===== config.mk =====
export PLATFORM = sky130hd
export DESIGN_NAME = btsl_ctrl
export DESIGN_NICKNAME = d
export VERILOG_FILES = /design/src/hw/rtl/btsl_pkg.sv /design/src/hw/rtl/btsl_ctrl.sv
export SDC_FILE = /design/constraint.sdc
export NUM_CORES = 1
export LEC_CHECK = 0
export BUFFER_PORTS_ARGS = -buffer_cell sky130_fd_sc_hd__buf_2
export CAP_MARGIN = 20
export CORE_MARGIN = 1.5
export CORE_UTILIZATION = 50
export CTS_BUF_LIST = sky130_fd_sc_hd__clkbuf_4 sky130_fd_sc_hd__clkbuf_8
export CTS_CLUSTER_SIZE = 24
export DETAILED_ROUTE_END_ITERATION = 10
export PLACE_DENSITY = 0.74
export SYNTH_ARGS = -nofsm -noshare
export SYNTH_HDL_FRONTEND = slang
export SYNTH_SLANG_ARGS = --single-unit

===== constraint.sdc =====
create_clock -name aclk -period 18.5 [get_ports aclk]
set_input_delay 3.7 -clock aclk [delete_from_list [all_inputs] [get_ports aclk]]
set_output_delay 3.7 -clock aclk [all_outputs]
set_load 0.1 [all_outputs]

===== src/hw/rtl/btsl_pkg.sv =====
`timescale 1ns / 1ps
// ----------------------------------------------------------------------------
// Breakpoint table speed lookup: shared package
// Table sizing, field widths, command and status codes, and the record types
// passed between the controller and the point memory.
// ----------------------------------------------------------------------------
package btsl_pkg;

    localparam int unsigned TABLE_DEPTH = 256;
    localparam int unsigned IDX_W       = $clog2(TABLE_DEPTH);
    localparam int unsigned CNT_W       = $clog2(TABLE_DEPTH + 1);

    localparam int unsigned CMD_W     = 2;
    localparam int unsigned POS_W     = 24;
    localparam int unsigned SPEED_W   = 16;
    localparam int unsigned STATUS_W  = 2;
    localparam int unsigned ENTRIES_W = 9;

    localparam int unsigned MIN_LOOKUP_POINTS = 2;

    typedef enum logic [CMD_W-1:0] {
        CMD_APPEND = 2'd0,
        CMD_LOOKUP = 2'd1,
        CMD_CLEAR  = 2'd2
    } cmd_t;

    typedef enum logic [STATUS_W-1:0] {
        ST_OK    = 2'd0,
        ST_FEW   = 2'd1,
        ST_ORDER = 2'd2,
        ST_FULL  = 2'd3
    } status_t;

    typedef enum logic [1:0] {
        S_IDLE,
        S_SEARCH,
        S_FETCH,
        S_DONE
    } state_t;

    typedef struct packed {
        logic [POS_W-1:0]   position;
        logic [SPEED_W-1:0] speed;
    } point_t;

    typedef struct packed {
        logic             wr_en;
        logic [IDX_W-1:0] wr_addr;
        point_t           wr_data;
        logic             rd_en;
        logic [IDX_W-1:0] rd_addr;
    } mem_req_t;

endpackage


===== src/hw/rtl/btsl_ctrl.sv =====
`timescale 1ns / 1ps
// ----------------------------------------------------------------------------
// Breakpoint table controller
// Decodes requests, keeps the point count, runs the lower-bound binary search
// against the point memory and holds the result in an output register.
// ----------------------------------------------------------------------------
module btsl_ctrl (
    input  logic                              aclk,
    input  logic                              aresetn,
    input  logic                              s_valid,
    output logic                              s_ready,
    input  logic [btsl_pkg::CMD_W-1:0]        s_command,
    input  logic [btsl_pkg::POS_W-1:0]        s_position,
    input  logic [btsl_pkg::SPEED_W-1:0]      s_speed,
    output logic                              m_valid,
    input  logic                              m_ready,
    output logic [btsl_pkg::SPEED_W-1:0]      m_limit,
    output logic [btsl_pkg::STATUS_W-1:0]     m_status,
    output logic [btsl_pkg::ENTRIES_W-1:0]    m_entries,
    output btsl_pkg::mem_req_t                mem_req,
    input  btsl_pkg::point_t                  rd_data
);
    import btsl_pkg::*;

    state_t               state_reg, state_next;
    logic [CNT_W-1:0]     count_reg, count_next;
    logic                 m_valid_reg, m_valid_next;

    logic [POS_W-1:0]     last_pos_reg, last_pos_next;
    logic [POS_W-1:0]     query_reg, query_next;
    logic [CNT_W-1:0]     lo_reg, lo_next;
    logic [CNT_W-1:0]     hi_reg, hi_next;
    logic [IDX_W-1:0]     mid_reg, mid_next;
    logic [SPEED_W-1:0]   res_limit_reg, res_limit_next;
    status_t              res_status_reg, res_status_next;
    logic [SPEED_W-1:0]   m_limit_reg, m_limit_next;
    status_t              m_status_reg, m_status_next;
    logic [ENTRIES_W-1:0] m_entries_reg, m_entries_next;

    logic                 out_free;
    logic                 finish;
    logic [SPEED_W-1:0]   res_limit;
    status_t              res_status;
    logic [CNT_W-1:0]     lo_n, hi_n, last_idx;
    logic [CNT_W:0]       mid_sum;

    always_ff @(posedge aclk) begin
        if (!aresetn) begin
            state_reg   <= S_IDLE;
            count_reg   <= '0;
            m_valid_reg <= 1'b0;
        end else begin
            state_reg   <= state_next;
            count_reg   <= count_next;
            m_valid_reg <= m_valid_next;
        end
    end

    always_ff @(posedge aclk) begin
        last_pos_reg   <= last_pos_next;
        query_reg      <= query_next;
        lo_reg         <= lo_next;
        hi_reg         <= hi_next;
        mid_reg        <= mid_next;
        res_limit_reg  <= res_limit_next;
        res_status_reg <= res_status_next;
        m_limit_reg    <= m_limit_next;
        m_status_reg   <= m_status_next;
        m_entries_reg  <= m_entries_next;
    end

    always_comb begin
        state_next      = state_reg;
        count_next      = count_reg;
        last_pos_next   = last_pos_reg;
        query_next      = query_reg;
        lo_next         = lo_reg;
        hi_next         = hi_reg;
        mid_next        = mid_reg;
        res_limit_next  = res_limit_reg;
        res_status_next = res_status_reg;
        m_limit_next    = m_limit_reg;
        m_status_next   = m_status_reg;
        m_entries_next  = m_entries_reg;

        out_free     = !m_valid_reg || m_ready;
        m_valid_next = m_valid_reg && !m_ready;
        s_ready      = (state_reg == S_IDLE);

        finish     = 1'b0;
        res_limit  = '0;
        res_status = ST_OK;
        lo_n       = lo_reg;
        hi_n       = hi_reg;
        mid_sum    = '0;
        last_idx   = count_reg - CNT_W'(1);

        mem_req         = '0;
        mem_req.wr_addr = count_reg[IDX_W-1:0];
        mem_req.wr_data = '{position: s_position, speed: s_speed};
        mem_req.rd_addr = mid_reg;

        unique case (state_reg)
            S_IDLE: begin
                if (s_valid) begin
                    unique case (s_command)
                        CMD_APPEND: begin
                            finish = 1'b1;
                            if (count_reg == CNT_W'(TABLE_DEPTH)) begin
                                res_status = ST_FULL;
                            end else if (count_reg != '0 && s_position < last_pos_reg) begin
                                res_status = ST_ORDER;
                            end else begin
                                mem_req.wr_en = 1'b1;
                                count_next    = count_reg + CNT_W'(1);
                                last_pos_next = s_position;
                            end
                        end
                        CMD_LOOKUP: begin
                            if (count_reg < CNT_W'(MIN_LOOKUP_POINTS)) begin
                                finish     = 1'b1;
                                res_status = ST_FEW;
                            end else begin
                                // The first probe is the middle of the held points.
                                query_next      = s_position;
                                lo_next         = '0;
                                hi_next         = count_reg;
                                mid_next        = IDX_W'(count_reg >> 1);
                                mem_req.rd_en   = 1'b1;
                                mem_req.rd_addr = mid_next;
                                state_next      = S_SEARCH;
                            end
                        end
                        CMD_CLEAR: begin
                            finish     = 1'b1;
                            count_next = '0;
                        end
                        default: begin
                            finish = 1'b1;
                        end
                    endcase
                end
            end
            S_SEARCH: begin
                // The read data belongs to mid_reg; narrow the interval and
                // issue the next probe in the same cycle.
                if (rd_data.position < query_reg) begin
                    lo_n = CNT_W'(mid_reg) + CNT_W'(1);
                end else begin
                    hi_n = CNT_W'(mid_reg);
                end
                lo_next = lo_n;
                hi_next = hi_n;
                mem_req.rd_en = 1'b1;
                if (lo_n < hi_n) begin
                    mid_sum         = {1'b0, lo_n} + {1'b0, hi_n};
                    mid_next        = IDX_W'(mid_sum >> 1);
                    mem_req.rd_addr = mid_next;
                end else begin
                    // A query past the last point takes the last point.
                    if (lo_n >= count_reg) begin
                        mem_req.rd_addr = last_idx[IDX_W-1:0];
                    end else begin
                        mem_req.rd_addr = lo_n[IDX_W-1:0];
                    end
                    state_next = S_FETCH;
                end
            end
            S_FETCH: begin
                finish    = 1'b1;
                res_limit = rd_data.speed;
            end
            S_DONE: begin
                if (out_free) begin
                    m_valid_next   = 1'b1;
                    m_limit_next   = res_limit_reg;
                    m_status_next  = res_status_reg;
                    m_entries_next = ENTRIES_W'(count_reg);
                    state_next     = S_IDLE;
                end
            end
        endcase

        // A finished request goes straight to the output register when it is
        // free, otherwise it is parked until the previous result is taken.
        if (finish) begin
            if (out_free) begin
                m_valid_next   = 1'b1;
                m_limit_next   = res_limit;
                m_status_next  = res_status;
                m_entries_next = ENTRIES_W'(count_next);
                state_next     = S_IDLE;
            end else begin
                res_limit_next  = res_limit;
                res_status_next = res_status;
                state_next      = S_DONE;
            end
        end
    end

    assign m_valid   = m_valid_reg;
    assign m_limit   = m_limit_reg;
    assign m_status  = m_status_reg;
    assign m_entries = m_entries_reg;

endmodule


==> impl_metrics.tcl <==
set metrics [dict create \
    fin_area_um2 8990 \
    cap_violations 0 \
    cts.sinks 131 \
    clkTransAtPathRegs_ns 0.07 \
    finalPower_mw 0.720 \
    yosysSeqAreaShare_pct 43.6 \
    pin_count 173 \
    post_drt_wl_per_cell_um 16.3 \
    n_fill_cell 1401 \
    antenna_found_initial 0 \
    ys_types 76 \
    vias 6019 \
    layout.cells.most_common "buf_2" \
    viasPerCell 5.38 \
    start_util_pct 51.1 \
    irDropWorstVdd_v 0.0000846 \
    syn_to_final_growth_pct 10.7 \
    worstSetupEndpointType "output port" \
    p_sw_mw 0.242 \
    worstPathMaxFanout 27 \
    grt_start_max_net_pins 28 \
    cpMostUsedCell "o21ai_0" \
    grt_pass1_wl_mm 29.6 \
    drtIter0Drc 455 \
    fmax_mhz 80.3 \
    startpoint_type "input port" \
    cp_data_required_time_ns 14.80 \
    critical_path_class "in -> out" \
    die-area_um2 17000 \
    p_int_mw 0.478 \
    root_buffer "clkbuf_8" \
    pwr-share-clk_pct 33.1 \
    p_leak_nw 4.13 \
    skew_ns 0.0168 \
    place_area_um2 8610 \
    drtPass1Iterations 5 \
    avgSynthCellArea_um2 10.1 \
    dieWidth_um 130 \
    synth_edf_count 92 \
    grt_use_total_pct 22.5 \
    overflow 0 \
    r2r.worst_path.cells 15 \
    coreArea_um2 15900 \
    grt_setup_unrepaired "no" \
    hold_viol_final 0 \
    htreeDepth 4 \
    switching_share_pct 33.7 \
    numPortBuffers 140 \
    synth_area_um2 8120 \
    slew_headroom_pct 29.6 \
    drv_slew 0 \
    antenna_cells 0 \
    clock_latency_ns 0.45 \
    hold_class "reg -> reg" \
    combinationalPowerShare_pct 21.5 \
    drive_gt1_share_pct 23.1 \
    grt_pass1_vias 5880 \
    cts_buffers 17 \
    status "finished, final reports clean" \
    layout.nets 1050 \
    final.setup.tns_ns 0 \
    slowest_stage "a21oi_1" \
    drcViolationCount 0 \
    ys_async_sr_fraction_pct 0 \
    holdBufCountCts 0 \
    die-height_um 130 \
    cts-resized-gates 0 \
    cp.arrival_ns 8.75 \
    cts_setup_buffers 0 \
    setup_viol 0 \
    syn_inst 802 \
    crit_chain "buf_2 > ha_1 > a21oi_1 > o221ai_1 > a31oi_1 > a31o_2 > nor2b_2 > buf_4 > mux2i_1 > inv_1 > ha_1 > a21o_1 > a211oi_1 > o21ai_0 > a21o_1 > a21oi_1 > mux2_2 > nand2_1 > o21ai_0 > o21ai_0 > buf_2" \
    syn_nets 963 \
    seq_power_share_pct 45.3 \
    gp_congestion 0.891 \
    fin_crit_sh_pct 67.3 \
    ys.flop_type "edfxtp_1" \
    routed_wl_mm 18.2 \
    cts_tree "yes" \
    ys_ff_latch 131 \
    min_period_ns 12.45 \
    clock_path_buffers 2 \
    final_cell_mix "buf_2, edfxtp_1, inv_1, ha_1, nand2_1" \
    p_per_area_nw_per_um2 80.1 \
    dp_hpwl_mm 13.3 \
    ant_nets 0 \
    tightestPinTransition_ns 1.05 \
    num_rows 46 \
    min_path_cells 2 \
    ys_warn_count 0 \
    cp_slowest_stage_delay_ns 0.70 \
]
-- cells in the mapped netlist (2+ instances only) --
cell / instances / share of area (%)
edfxtp_1: 92 / 34
ha_1: 74 / 11
inv_1: 74 / 3.4
nand2_1: 64 / 3.0
buf_4: 53 / 4.9
nor2_1: 51 / 2.4
a21oi_1: 47 / 2.9
dfxtp_1: 39 / 9.6
mux2i_1: 32 / 3.9
o21ai_0: 29 / 1.8
nand3_1: 23 / 1.4
a21o_1: 20 / 1.8
and2_1: 19 / 1.5
o2bb2ai_1: 16 / 1.7
xnor2_1: 15 / 1.6
clkbuf_1: 14 / 0.65
o22ai_1: 9 / 0.69
xor2_1: 9 / 0.97
nor3_1: 8 / 0.49
nand4_1: 6 / 0.46
nand2b_1: 5 / 0.39
o221ai_1: 5 / 0.54
a221o_1: 4 / 0.49
a22oi_1: 4 / 0.37
a31oi_1: 4 / 0.31
mux2_2: 4 / 0.55
nor2b_1: 4 / 0.31
o21a_1: 4 / 0.37
o21bai_1: 4 / 0.37
or3_1: 4 / 0.31
and3_1: 3 / 0.23
buf_1: 3 / 0.14
buf_6: 3 / 0.42
clkinv_1: 3 / 0.14
or4_1: 3 / 0.28
a211oi_1: 2 / 0.18
a21boi_0: 2 / 0.18
a21oi_2: 2 / 0.22
and2_2: 2 / 0.18
buf_2: 2 / 0.12
clkbuf_8: 2 / 0.34
nor4_1: 2 / 0.15
nor4b_1: 2 / 0.22
o2111ai_1: 2 / 0.22
o31ai_1: 2 / 0.18
-- critical path, delay by kind of cell --
kind	cells	cell delay [ns]
simple gates	2	0.20
compound gates	11	2.38
mux	2	0.74
fa+ha+maj	2	0.63
buf+inv	4	1.10
-- per-layer routing --
| metal | global-route usage [%] | up-vias | wire, um |
|---|---|---|---|
| li1 | - | 2986 | - |
| met1 | 29.9 | 2793 | 8200 |
| met2 | 36.0 | 216 | 8380 |
| met3 | 5.62 | 24 | 1320 |
| met4 | 7.82 | 0 | 339 |
| met5 | 0 | - | 0 |
-- final timing paths --
check | endpoint | start | slack, ns
setup / recovery | mem_req[1] | rd_data[27] | 6.05
hold / removal | m_entries[6] | m_entries[6] | 0.47
setup reg to reg | mid_reg[0] | query_reg[15] | 13.38
hold reg to reg | m_entries[6] | m_entries[6] | 0.47
-- metrics by stage --
stage | util (%) | setup slack (ns) | instances | hold WS (ns)
floorplan | - | 5.63 | 802 | 0.484
global placement | 54.2 | 6.12 | 1086 | 0.463
detailed placement | 54.2 | 6.14 | 1086 | 0.458
CTS | 56.6 | 6.08 | 1118 | 0.481
global route | 56.6 | 5.52 | 1118 | 0.499
finish | 56.6 | 6.05 | 1118 | 0.472
-- layout make-up --
| type | count | area, um2 | area share (%) |
|---|---|---|---|
| clock buffer | 19 | 262 | 2.91 |
| clock inverter | 13 | 123 | 1.36 |
| inverter | 77 | 289 | 3.21 |
| multi-input combinational | 517 | 3770 | 41.9 |
| sequential | 131 | 3540 | 39.4 |
| tap | 216 | 270 | 3.01 |
| timing repair buffer | 145 | 738 | 8.21 |
-- logic make-up after synthesis --
family / Yosys count / synth area share [%]
mux: 36 / 4.50
buf+inv: 154 / 10.1
fa+ha+maj: 75 / 11.7
xor+xnor: 24 / 2.59
simple gates: 208 / 12.7
flops: 131 / 43.6
compound gates: 174 / 14.8
-- power groups by stage --
stage	Sequential (mW)	Combinational, mW	Clock [mW]
floorplan	0.354	0.119	0
global placement	0.333	0.153	0
detailed placement	0.333	0.154	0
CTS	0.326	0.155	0.244
global route	0.327	0.167	0.256
finish	0.326	0.155	0.239
(Power assumes the default switching activity.)
